===== src/sv/sha512_pkg.sv =====
// shared types, constants and a rotate function of the sha-512 hash engine
package sha512_pkg;

  localparam logic [7:0] PadMark = 8'h80;
  localparam int unsigned LenPosWords = 14;

  typedef logic [63:0] word_t;

  // commands from controller to datapath
  typedef struct packed {
    logic       load_word;   // write wr_data into buffer at wr_idx
    logic [3:0] wr_idx;
    logic [1:0] wr_sel;      // see WrSel constants
    logic       init_round;  // copy chaining values to working vars
    logic       do_round;    // run one round
    logic [6:0] round_idx;
    logic       finish;      // add working vars into chaining values
    logic       reset_iv;    // chaining values back to initial values
    logic       len_add;     // add bits of current beat into length
    logic       len_clr;
  } sha512_cmd_t;

  localparam logic [1:0] WrSelData = 2'd0;
  localparam logic [1:0] WrSelZero = 2'd1;
  localparam logic [1:0] WrSelLenHi = 2'd2;
  localparam logic [1:0] WrSelLenLo = 2'd3;

  localparam word_t IvWords [8] = '{
    64'h6a09e667f3bcc908, 64'hbb67ae8584caa73b, 64'h3c6ef372fe94f82b,
    64'ha54ff53a5f1d36f1, 64'h510e527fade682d1, 64'h9b05688c2b3e6c1f,
    64'h1f83d9abfb41bd6b, 64'h5be0cd19137e2179};

  localparam word_t RoundConst [80] = '{
    64'h428a2f98d728ae22, 64'h7137449123ef65cd, 64'hb5c0fbcfec4d3b2f, 64'he9b5dba58189dbbc,
    64'h3956c25bf348b538, 64'h59f111f1b605d019, 64'h923f82a4af194f9b, 64'hab1c5ed5da6d8118,
    64'hd807aa98a3030242, 64'h12835b0145706fbe, 64'h243185be4ee4b28c, 64'h550c7dc3d5ffb4e2,
    64'h72be5d74f27b896f, 64'h80deb1fe3b1696b1, 64'h9bdc06a725c71235, 64'hc19bf174cf692694,
    64'he49b69c19ef14ad2, 64'hefbe4786384f25e3, 64'h0fc19dc68b8cd5b5, 64'h240ca1cc77ac9c65,
    64'h2de92c6f592b0275, 64'h4a7484aa6ea6e483, 64'h5cb0a9dcbd41fbd4, 64'h76f988da831153b5,
    64'h983e5152ee66dfab, 64'ha831c66d2db43210, 64'hb00327c898fb213f, 64'hbf597fc7beef0ee4,
    64'hc6e00bf33da88fc2, 64'hd5a79147930aa725, 64'h06ca6351e003826f, 64'h142929670a0e6e70,
    64'h27b70a8546d22ffc, 64'h2e1b21385c26c926, 64'h4d2c6dfc5ac42aed, 64'h53380d139d95b3df,
    64'h650a73548baf63de, 64'h766a0abb3c77b2a8, 64'h81c2c92e47edaee6, 64'h92722c851482353b,
    64'ha2bfe8a14cf10364, 64'ha81a664bbc423001, 64'hc24b8b70d0f89791, 64'hc76c51a30654be30,
    64'hd192e819d6ef5218, 64'hd69906245565a910, 64'hf40e35855771202a, 64'h106aa07032bbd1b8,
    64'h19a4c116b8d2d0c8, 64'h1e376c085141ab53, 64'h2748774cdf8eeb99, 64'h34b0bcb5e19b48a8,
    64'h391c0cb3c5c95a63, 64'h4ed8aa4ae3418acb, 64'h5b9cca4f7763e373, 64'h682e6ff3d6b2b8a3,
    64'h748f82ee5defb2fc, 64'h78a5636f43172f60, 64'h84c87814a1f0ab72, 64'h8cc702081a6439ec,
    64'h90befffa23631e28, 64'ha4506cebde82bde9, 64'hbef9a3f7b2c67915, 64'hc67178f2e372532b,
    64'hca273eceea26619c, 64'hd186b8c721c0c207, 64'heada7dd6cde0eb1e, 64'hf57d4f7fee6ed178,
    64'h06f067aa72176fba, 64'h0a637dc5a2c898a6, 64'h113f9804bef90dae, 64'h1b710b35131c471b,
    64'h28db77f523047d84, 64'h32caab7b40c72493, 64'h3c9ebe0a15c9bebc, 64'h431d67c49c100d4c,
    64'h4cc5d4becb3e42b6, 64'h597f299cfc657e2a, 64'h5fcb6fab3ad6faec, 64'h6c44198c4a475817};

  function automatic word_t ror64(word_t x, int unsigned n);
    ror64 = (x >> n) | (x << (64 - n));
  endfunction

endpackage


===== src/sv/sha512_ctrl.sv =====
// sha-512 controller: input beats, padding sequence, rounds, digest output
module sha512_ctrl (
  input  logic                    clk,
  input  logic                    rst_n,
  input  logic                    in_valid,
  output logic                    in_ready,
  input  logic [63:0]             in_data_word,
  input  logic [3:0]              in_byte_count,
  input  logic                    in_last_word,
  output logic [63:0]             pad_word,
  output logic [6:0]              pad_bits,
  output sha512_pkg::sha512_cmd_t cmd,
  output logic                    out_valid,
  input  logic                    out_ready,
  output logic [2:0]              out_word_index,
  output logic                    out_digest_last
);

  typedef enum logic [2:0] {
    S_IDLE, S_MARK, S_FILL, S_ROUND, S_FIN, S_OUT
  } state_t;

  state_t state_r, state_nxt;
  logic [3:0] widx_r, widx_nxt;
  logic [6:0] rnd_r, rnd_nxt;
  logic       pad_r, pad_nxt;       // in padding after last beat
  logic       mark_r, mark_nxt;     // 0x80 still owed
  logic [2:0] oidx_r, oidx_nxt;
  logic       done_r, done_nxt;     // block just loaded carries the length
  logic       lenhi_r, lenhi_nxt;   // length high word went in last cycle
  logic [3:0] cnt;
  logic       acc;
  logic [63:0] keep;

  assign cnt = (in_byte_count > 4'd8 || !in_last_word) ? 4'd8 : in_byte_count;
  assign acc = in_valid && in_ready;
  assign in_ready = (state_r == S_IDLE);

  // full words pass through; a short last word is masked with the marker, or the lone marker word
  always_comb begin
    keep = (cnt == 4'd0) ? 64'd0 : ~(64'hffff_ffff_ffff_ffff >> {cnt, 3'b000});
    if (state_r == S_MARK) begin
      pad_word = {sha512_pkg::PadMark, 56'd0};
    end else begin
      pad_word = (cnt == 4'd8) ? in_data_word
               : ((in_data_word & keep) |
                  ({56'd0, sha512_pkg::PadMark} << (7'd56 - {cnt, 3'b000})));
    end
    pad_bits = {cnt, 3'b000};
  end

  // next state and commands
  always_comb begin
    state_nxt = state_r; widx_nxt = widx_r; rnd_nxt = rnd_r;
    pad_nxt = pad_r; mark_nxt = mark_r; oidx_nxt = oidx_r;
    cmd = '0;
    cmd.round_idx = rnd_r;
    cmd.wr_idx = widx_r;
    unique case (state_r)
      S_IDLE: begin
        if (acc) begin
          cmd.load_word = 1'b1;
          cmd.wr_sel = sha512_pkg::WrSelData;
          cmd.len_add = 1'b1;
          widx_nxt = widx_r + 4'd1;
          if (in_last_word) begin
            pad_nxt = 1'b1;
            mark_nxt = (cnt == 4'd8);
            state_nxt = (widx_r == 4'd15) ? S_ROUND : (cnt == 4'd8 ? S_MARK : S_FILL);
          end else if (widx_r == 4'd15) begin
            state_nxt = S_ROUND;
          end
          if (widx_r == 4'd15) begin
            cmd.init_round = 1'b1;
            rnd_nxt = '0;
          end
        end
      end
      S_MARK: begin
        cmd.load_word = 1'b1;
        cmd.wr_sel = sha512_pkg::WrSelData;
        mark_nxt = 1'b0;
        widx_nxt = widx_r + 4'd1;
        if (widx_r == 4'd15) begin
          cmd.init_round = 1'b1; rnd_nxt = '0; state_nxt = S_ROUND;
        end else begin
          state_nxt = S_FILL;
        end
      end
      S_FILL: begin
        cmd.load_word = 1'b1;
        widx_nxt = widx_r + 4'd1;
        // length only in a block whose fill starts at or before position fourteen
        if (widx_r == 4'd14) cmd.wr_sel = sha512_pkg::WrSelLenHi;
        else if (widx_r == 4'd15 && lenhi_r) cmd.wr_sel = sha512_pkg::WrSelLenLo;
        else cmd.wr_sel = sha512_pkg::WrSelZero;
        if (widx_r == 4'd15) begin
          cmd.init_round = 1'b1; rnd_nxt = '0; state_nxt = S_ROUND;
        end
      end
      S_ROUND: begin
        cmd.do_round = 1'b1;
        rnd_nxt = rnd_r + 7'd1;
        if (rnd_r == 7'd79) begin
          rnd_nxt = '0;
          state_nxt = S_FIN;
        end
      end
      S_FIN: begin
        cmd.finish = 1'b1;
        if (!pad_r) state_nxt = S_IDLE;
        else if (mark_r) state_nxt = S_MARK;
        else if (!done_r) state_nxt = S_FILL;
        else state_nxt = S_OUT;
        rnd_nxt = '0;
        oidx_nxt = '0;
      end
      S_OUT: begin
        if (out_ready) begin
          oidx_nxt = oidx_r + 3'd1;
          if (oidx_r == 3'd7) begin
            cmd.reset_iv = 1'b1; cmd.len_clr = 1'b1;
            pad_nxt = 1'b0; widx_nxt = '0; state_nxt = S_IDLE;
          end
        end
      end
      default: state_nxt = S_IDLE;
    endcase
  end

  // a block that ended with the length words finishes the message
  always_comb begin
    done_nxt = done_r;
    lenhi_nxt = (state_r == S_FILL && widx_r == 4'd14);
    if (state_r == S_FILL && widx_r == 4'd15 && lenhi_r) done_nxt = 1'b1;
    if (acc && in_last_word) done_nxt = 1'b0;
  end

  // state register
  always_ff @(posedge clk) begin
    if (!rst_n) begin
      state_r <= S_IDLE; widx_r <= '0; rnd_r <= '0; pad_r <= 1'b0;
      mark_r <= 1'b0; oidx_r <= '0; done_r <= 1'b0; lenhi_r <= 1'b0;
    end else begin
      state_r <= state_nxt; widx_r <= widx_nxt; rnd_r <= rnd_nxt; pad_r <= pad_nxt;
      mark_r <= mark_nxt; oidx_r <= oidx_nxt; done_r <= done_nxt; lenhi_r <= lenhi_nxt;
    end
  end

  assign out_valid = (state_r == S_OUT);
  assign out_word_index = oidx_r;
  assign out_digest_last = (oidx_r == 3'd7);

endmodule


===== config.mk =====
export PLATFORM = sky130hd
export DESIGN_NAME = sha512_ctrl
export DESIGN_NICKNAME = d
export VERILOG_FILES = /design/src/sv/sha512_pkg.sv /design/src/sv/sha512_ctrl.sv
export SDC_FILE = /design/constraint.sdc
export NUM_CORES = 1
export LEC_CHECK = 0
export ABC_AREA = 1
export BUFFER_PORTS_ARGS = -buffer_cell sky130_fd_sc_hd__buf_2
export CORE_MARGIN = 2
export CORE_UTILIZATION = 42
export CTS_BUF_LIST = sky130_fd_sc_hd__clkbuf_8 sky130_fd_sc_hd__clkbuf_16
export CTS_CLUSTER_SIZE = 8
export DETAILED_ROUTE_END_ITERATION = 7
export HOLD_SLACK_MARGIN = 0.15
export PLACE_DENSITY = 0.88
export SETUP_SLACK_MARGIN = 0.02
export SYNTH_ARGS = -nofsm -noshare
export SYNTH_HDL_FRONTEND = slang
export SYNTH_SLANG_ARGS = --single-unit

===== constraint.sdc =====
create_clock -name clk -period 2.7 [get_ports clk]
set_clock_uncertainty 0.2 [all_clocks]
set_input_delay 0.405 -clock clk [delete_from_list [all_inputs] [get_ports clk]]
set_output_delay 0.405 -clock clk [all_outputs]
set_load 0.01 [all_outputs]

==> metrics.txt, run 1 <==
post-route cell area=2850 um2; CTS tree=built; max incr delay on CP=0.54 ns; Remaining Overflow, GRT=0; Post-synth EDFFs=0; Synth top area share=21.6%; clk_lat worst skew=0.26 ns; WS Path Type=register to output pin; clock power share=22.6%; GRT Total Usage=24.3%; status=finished clean; endpoints failing setup=0; Arr. time, crit path=1.69 ns; Post-Syn Area per Cell=5.43 um2; minimum clock period=2.30 ns; CTS Buf Count=3; Starting Density=44.1%; post-synth top area cell=dfxtp_1; die height=72.1 um; Final WS setup=0.403 ns; # IOs=170; Hold WC Path Type=input port to register; vias per cell=4.74; ANT cells=0; Slew HR=65.1%; IO buf count=166; WL/cell=11.8 um; Max Cap Viol=0; die area=5200 um2; Post-Syn Area=1950 um2; worst slew pin tran=0.523 ns; CP Capture Type=output pin; Post-synth ARST share=0%; hold buffers post-CTS=0; RSZ-0062 raised after global routing=false; clock-pin slew on the worst setup and hold paths=0.08 ns; DR vias=2721; register bit total from synthesis=21; Rows=24; crit path max-delay cell type=dfxtp_1; final cell count without fillers=574; DP Cell Count=570; ratio of cells with drive above 1 in the final layout=36.6%; library cells used by synthesis=29; sequential share of power=35.8%; yosys warns=0; Seq/Total Area, Yosys=21.6%; total placed instance area=2790 um2; Final GP Congestion=0.899; critical-path cell list=nand3_4, nand2_1, nand2_1, inv_2, a21oi_1, buf_2; Commonest cells post-synth=nor2_1, nand2_1, inv_1, dfxtp_1, nand3_1; Main synth FF type=dfxtp_1; setup TNS=0 ns; Setup crit start kind=register; CP Data Required Time=2.10 ns; DRT Pass-1 Iters=4; clock buffer depth=2; switch share=37.3%; DIE WIDTH=72.1 um; fin crit share=85.1%; Cell Int Power=0.587 mW; cell repeated most along the worst path=nand2_1; Peak VDD IR=301 uV; Routed Antenna Nets=0; DRC viols=0; vias in the first global route=2316; area grow syn2layout=46.1%; largest net degree at the start of global routing=24; Psw=0.349 mW; Iter 0 DRT Violations=104; Multi-input gate area=1220 um2; worst path bufs/invs=2; most numerous cell in the Yosys netlist=nor2_1; core area=4410 um2; Final Slew Violations=0; HPWL after detailed placement=5550 um; Top delay family on crit path=simple AND/OR/NAND/NOR gates; DRT Wirelength=6790 um; Nets=601; pwr/cell area=329 nW/um2; clk sink count=21; Sequential Area=420 um2; first-pass GRT wire length=10400 um; Post-Place Setup Slack=0.484 ns; Synth area leaders=dfxtp_1, nor2_1, nand2_1, inv_1, nand3_1; post-synthesis cell count=359; largest fanout on the critical path=23; Leakage Power=1.85 nW; fill count=458; Final Hold Vio Count=0; initial antenna violation count=0; H-tree Lvls=1; Peak Freq=435 MHz; Combinational Power Share=41.6%; clk root buf=clkbuf_8
through the flow:
stage / util [%] / power, mW / hold WS (ns)
after floorplan: - / 0.558 / 0.252
after global placement: 63.3 / 0.724 / 0.271
after detailed placement: 63.3 / 0.732 / 0.285
after CTS: 64.3 / 0.939 / 0.218
after global routing: 64.5 / 0.995 / 0.240
final: 64.5 / 0.937 / 0.222
worst paths after layout:
check | start | endpoint | slack, ns | depth (start not counted)
max | state_r[0] | pad_word[39] | 0.40 | 6
min | rst_n | widx_r[0] | 0.22 | 3
max reg2reg | out_word_index[0] | state_r[2] | 0.94 | 8
min reg2reg | out_word_index[2] | out_word_index[2] | 0.30 | 2
cells by family after synthesis:
kind of cell / count (synthesis) / share of synthesized area (%)
simple gates: 218 / 47.7
flops: 21 / 21.6
buf+inv: 76 / 16.3
xor+xnor: 2 / 0.899
fa+ha+maj: 5 / 3.21
compound gates: 36 / 10.1
other cells: 1 / 0.192
timing repair:
| action | 4_1_cts | 5_1_grt |
|---|---|---|
| buffers inserted | 0 | 0 |
| setup endpoints to repair | 0 | 13 |
| gates resized for setup | 0 | 1 |
registers in the layout, indices dropped and copies added (netlist names):
name	flops
pad_r	1
rnd_r	7
widx_r	4
done_r	1
lenhi_r	1
mark_r	1
state_r	3
out_word_index	3
power groups by stage:
stage | registers [mW] | logic (mW) | clock network (mW)
after floorplan | 0.341 | 0.217 | 0
after global placement | 0.342 | 0.383 | 0
after detailed placement | 0.343 | 0.389 | 0
after CTS | 0.335 | 0.391 | 0.213
after global routing | 0.338 | 0.435 | 0.222
final | 0.336 | 0.390 | 0.211
tightest hold or removal path: cells and delay by family:
family,cells,cell delay (ns)
buf+inv,1,0.14
simple gates,2,0.10
metal layers:
metal,wire (um),global-route usage (%),up-vias,share of wire (%)
met5,0,0,-,0
met4,78,6.29,0,1.1
li1,-,-,1412,-
met3,550,2.92,9,8.1
met2,3540,46.8,111,52
met1,2620,28.1,1189,39
cells in the final DEF (no fill, tap or decap), drive strengths merged:
cell type / Yosys / routed
a21oi: 19 / 19
a31oi: 1 / 1
buf: 8 / 168
clkbuf: 3 / 3
clkinv: 0 / 1
conb: 1 / 3
dfxtp: 21 / 21
ha: 5 / 5
inv: 65 / 65
nand2: 86 / 86
nand3: 26 / 26
nand3b: 1 / 1
nand4: 7 / 7
nor2: 93 / 93
nor3: 3 / 3
o21a: 1 / 1
o21ai: 14 / 14
o21bai: 1 / 1
or2: 2 / 2
xor2: 2 / 2
final cells by class:
cell class              count  share of cell area (%)
inverters                  65                    8.57
clock inverters             1                   0.176
repair buffers            168                    29.7
well taps                  52                    2.29
multi-input cells         264                    43.0
flip-flops and latches     21                    14.8
clock buffers               3                    1.45
Power figures use the tool's default switching activity.
==> inputs of run 2 (changes only) <==
--- a/config.mk
+++ b/config.mk
@@ -7,9 +7,11 @@
 export LEC_CHECK = 0
 export ABC_AREA = 1
 export BUFFER_PORTS_ARGS = -buffer_cell sky130_fd_sc_hd__buf_2
+export CAP_MARGIN = 40
+export CORE_ASPECT_RATIO = 1.2
 export CORE_MARGIN = 2
 export CORE_UTILIZATION = 42
-export CTS_BUF_LIST = sky130_fd_sc_hd__clkbuf_8 sky130_fd_sc_hd__clkbuf_16
+export CTS_BUF_LIST = sky130_fd_sc_hd__clkbuf_4
 export CTS_CLUSTER_SIZE = 8
 export DETAILED_ROUTE_END_ITERATION = 7
 export HOLD_SLACK_MARGIN = 0.15
==> run 2 against run 1 <==
Core utilization down 1.8 points; critical path depth is 1 higher; via count rose by 2.5%; sequential cell count did not move; combinational power rose by 3%; clock power is 21% lower; maximum frequency shrank 7.7%; clock-buffer cell count is 1 higher; final area decreased by 0.31%; first-iteration DRC count shrank 13%; final cell count grew 1.0%; sequential share of layout area barely moved; critical path type unchanged; critical endpoint unchanged; largest cell class unchanged; largest power group unchanged.
==> metrics.txt, run 2 (synthesis gave the netlist of run 1 again) <==
Remaining Overflow, GRT=0 (unchanged); minimum clock period=2.49 ns (was 2.30 ns); commonest non-fill, non-tap cell in the layout=buf_2 (unchanged); met1 GRT Util=29.4% (was 28.1%); worst r2r path cells=8 (unchanged); # IOs=170 (unchanged); Peak VDD IR=360 uV (was 301 uV); ratio of cells with drive above 1 in the final layout=36.6% (unchanged); die area=5200 um2 (about the same); pwr/cell area=318 nW/um2 (was 329 nW/um2); switch share=38.7% (was 37.3%); ANT cells=0 (unchanged); DRT Pass-1 Iters=4 (unchanged); DR vias=2790 (was 2721); Final Slew Violations=0 (unchanged); vias per cell=4.81 (was 4.74); GR Util met3=7.16% (was 2.92%); largest net degree at the start of global routing=24 (unchanged); postcts setup bufs=0 (unchanged); initial antenna violation count=1 (was 0); DRT Wirelength=7300 um (was 6790 um); DRC viols=0 (unchanged); Post-Place Setup Slack=0.488 ns (was 0.484 ns); endpoints failing setup=0 (unchanged); core area=4530 um2 (was 4410 um2); CTS tree=built (unchanged); Psw=0.349 mW (about the same); commonest cells after routing, fill and taps aside=buf_2, nor2_1, nand2_1 (unchanged); Iter 0 DRT Violations=90 (was 104); fill count=466 (was 458); CP Capture Type=output pin (unchanged); HPWL after detailed placement=6040 um (was 5550 um); Setup crit start kind=register (unchanged); Arr. time, crit path=1.88 ns (was 1.69 ns); clk root buf=clkbuf_4 (was clkbuf_8); hold buffers post-CTS=0 (unchanged); CTS Buf Count=3 (unchanged); Post-CTS Resized=0 (unchanged); Max Cap Viol=0 (unchanged); Most Crowded Layer GR=met2 (unchanged); Final WS setup=0.212 ns (was 0.403 ns); Combinational Power Share=44.3% (was 41.6%); status=finished clean (unchanged); vias in the first global route=2510 (was 2316); setup TNS=0 ns (unchanged); clock power share=18.4% (was 22.6%); GRT Total Usage=26.7% (was 24.3%); max FFs per register=7 (unchanged); Largest regs=rnd_r x7, widx_r x4 (unchanged); area grow syn2layout=45.7% (was 46.1%); Final GP Congestion=0.882 (was 0.899); clock buffer depth=2 (unchanged); Peak Freq=402 MHz (was 435 MHz); H-tree Lvls=1 (unchanged); Routed Antenna Nets=0 (unchanged); largest fanout on the critical path=23 (unchanged); WS Path Type=register to output pin (unchanged); sequential share of power=37.2% (was 35.8%); Final Hold Vio Count=0 (unchanged); clk_lat worst skew=0.31 ns (was 0.26 ns); DIE WIDTH=66.2 um (was 72.1 um); Leakage Power=1.84 nW (was 1.85 nW); Slew HR=65.9% (was 65.1%); Rows=27 (was 24); clk sink count=21 (unchanged); Starting Density=43.0% (was 44.1%); final core utilization=62.7% (was 64.5%); RSZ-0062 raised after global routing=false (unchanged); fin crit share=92.1% (was 85.1%); first-pass GRT wire length=11000 um (was 10400 um); WL/cell=12.6 um (was 11.8 um); Largest Register=rnd_r (unchanged); hold depth=3 (unchanged); IO buf count=166 (unchanged); die height=78.6 um (was 72.1 um); worst slew pin tran=0.511 ns (was 0.523 ns); Cell Int Power=0.552 mW (was 0.587 mW); CP Data Required Time=2.10 ns (about the same); GR Layer Usage met2=47.1% (was 46.8%); clock-pin slew on the worst setup and hold paths=0.12 ns (was 0.08 ns); Nets=601 (unchanged); Hold WC Path Type=input port to register (unchanged)
-- run 2: cell types whose count changed in the layout (fill, tap and decap cells not counted) --
cell	delta
clkbuf_8	-3
clkbuf_4	+4
clkinv_2	-1
-- run 2: layer usage --
layer,vias up,share of wire (%)
met5,-,0.18
met4,2,2.5
met3,16,11
met2,132,48
met1,1227,38
li1,1413,-
-- run 2: critical path, cell delays in order (launching register included) --
cell	delay [ns]
dfxtp_1	0.48
inv_2	0.11
nand3_4	0.25
nand3_1	0.13
nand2_1	0.12
inv_2	0.07
a21oi_1	0.23
buf_2	0.18
-- run 2: cell type report --
class,instances,area [um2],share of cell area (%)
flip-flops and latches,21,420,14.8
inverters,65,244,8.60
well taps,58,72.6,2.56
multi-input cells,264,1220,43.2
clock buffers,4,30.0,1.06
repair buffers,168,846,29.8
-- run 2: stage by stage --
step	std cells	total power [mW]	hold WS, ns	cell area (um2)
final	580	0.902	0.159	2840
after global routing	580	0.955	0.194	2840
after CTS	580	0.901	0.164	2830
after detailed placement	576	0.740	0.276	2800
after global placement	576	0.734	0.269	2800
after floorplan	361	0.558	0.252	1960
-- run 2: final timing paths --
kind                     start           endpoint  slack [ns]
max reg2reg  out_word_index[0]          widx_r[1]        0.92
min                      rst_n          widx_r[0]        0.16
max                 state_r[1]       pad_word[39]        0.21
min reg2reg  out_word_index[2]  out_word_index[2]        0.29
-- run 2: power groups by stage --
| stage | clock (mW) | sequential [mW] | combinational, mW |
|---|---|---|---|
| global route | 0.176 | 0.338 | 0.441 |
| global placement | 0 | 0.341 | 0.392 |
| CTS | 0.166 | 0.335 | 0.400 |
| detailed placement | 0 | 0.342 | 0.398 |
| finish | 0.166 | 0.336 | 0.400 |
| floorplan | 0 | 0.341 | 0.217 |
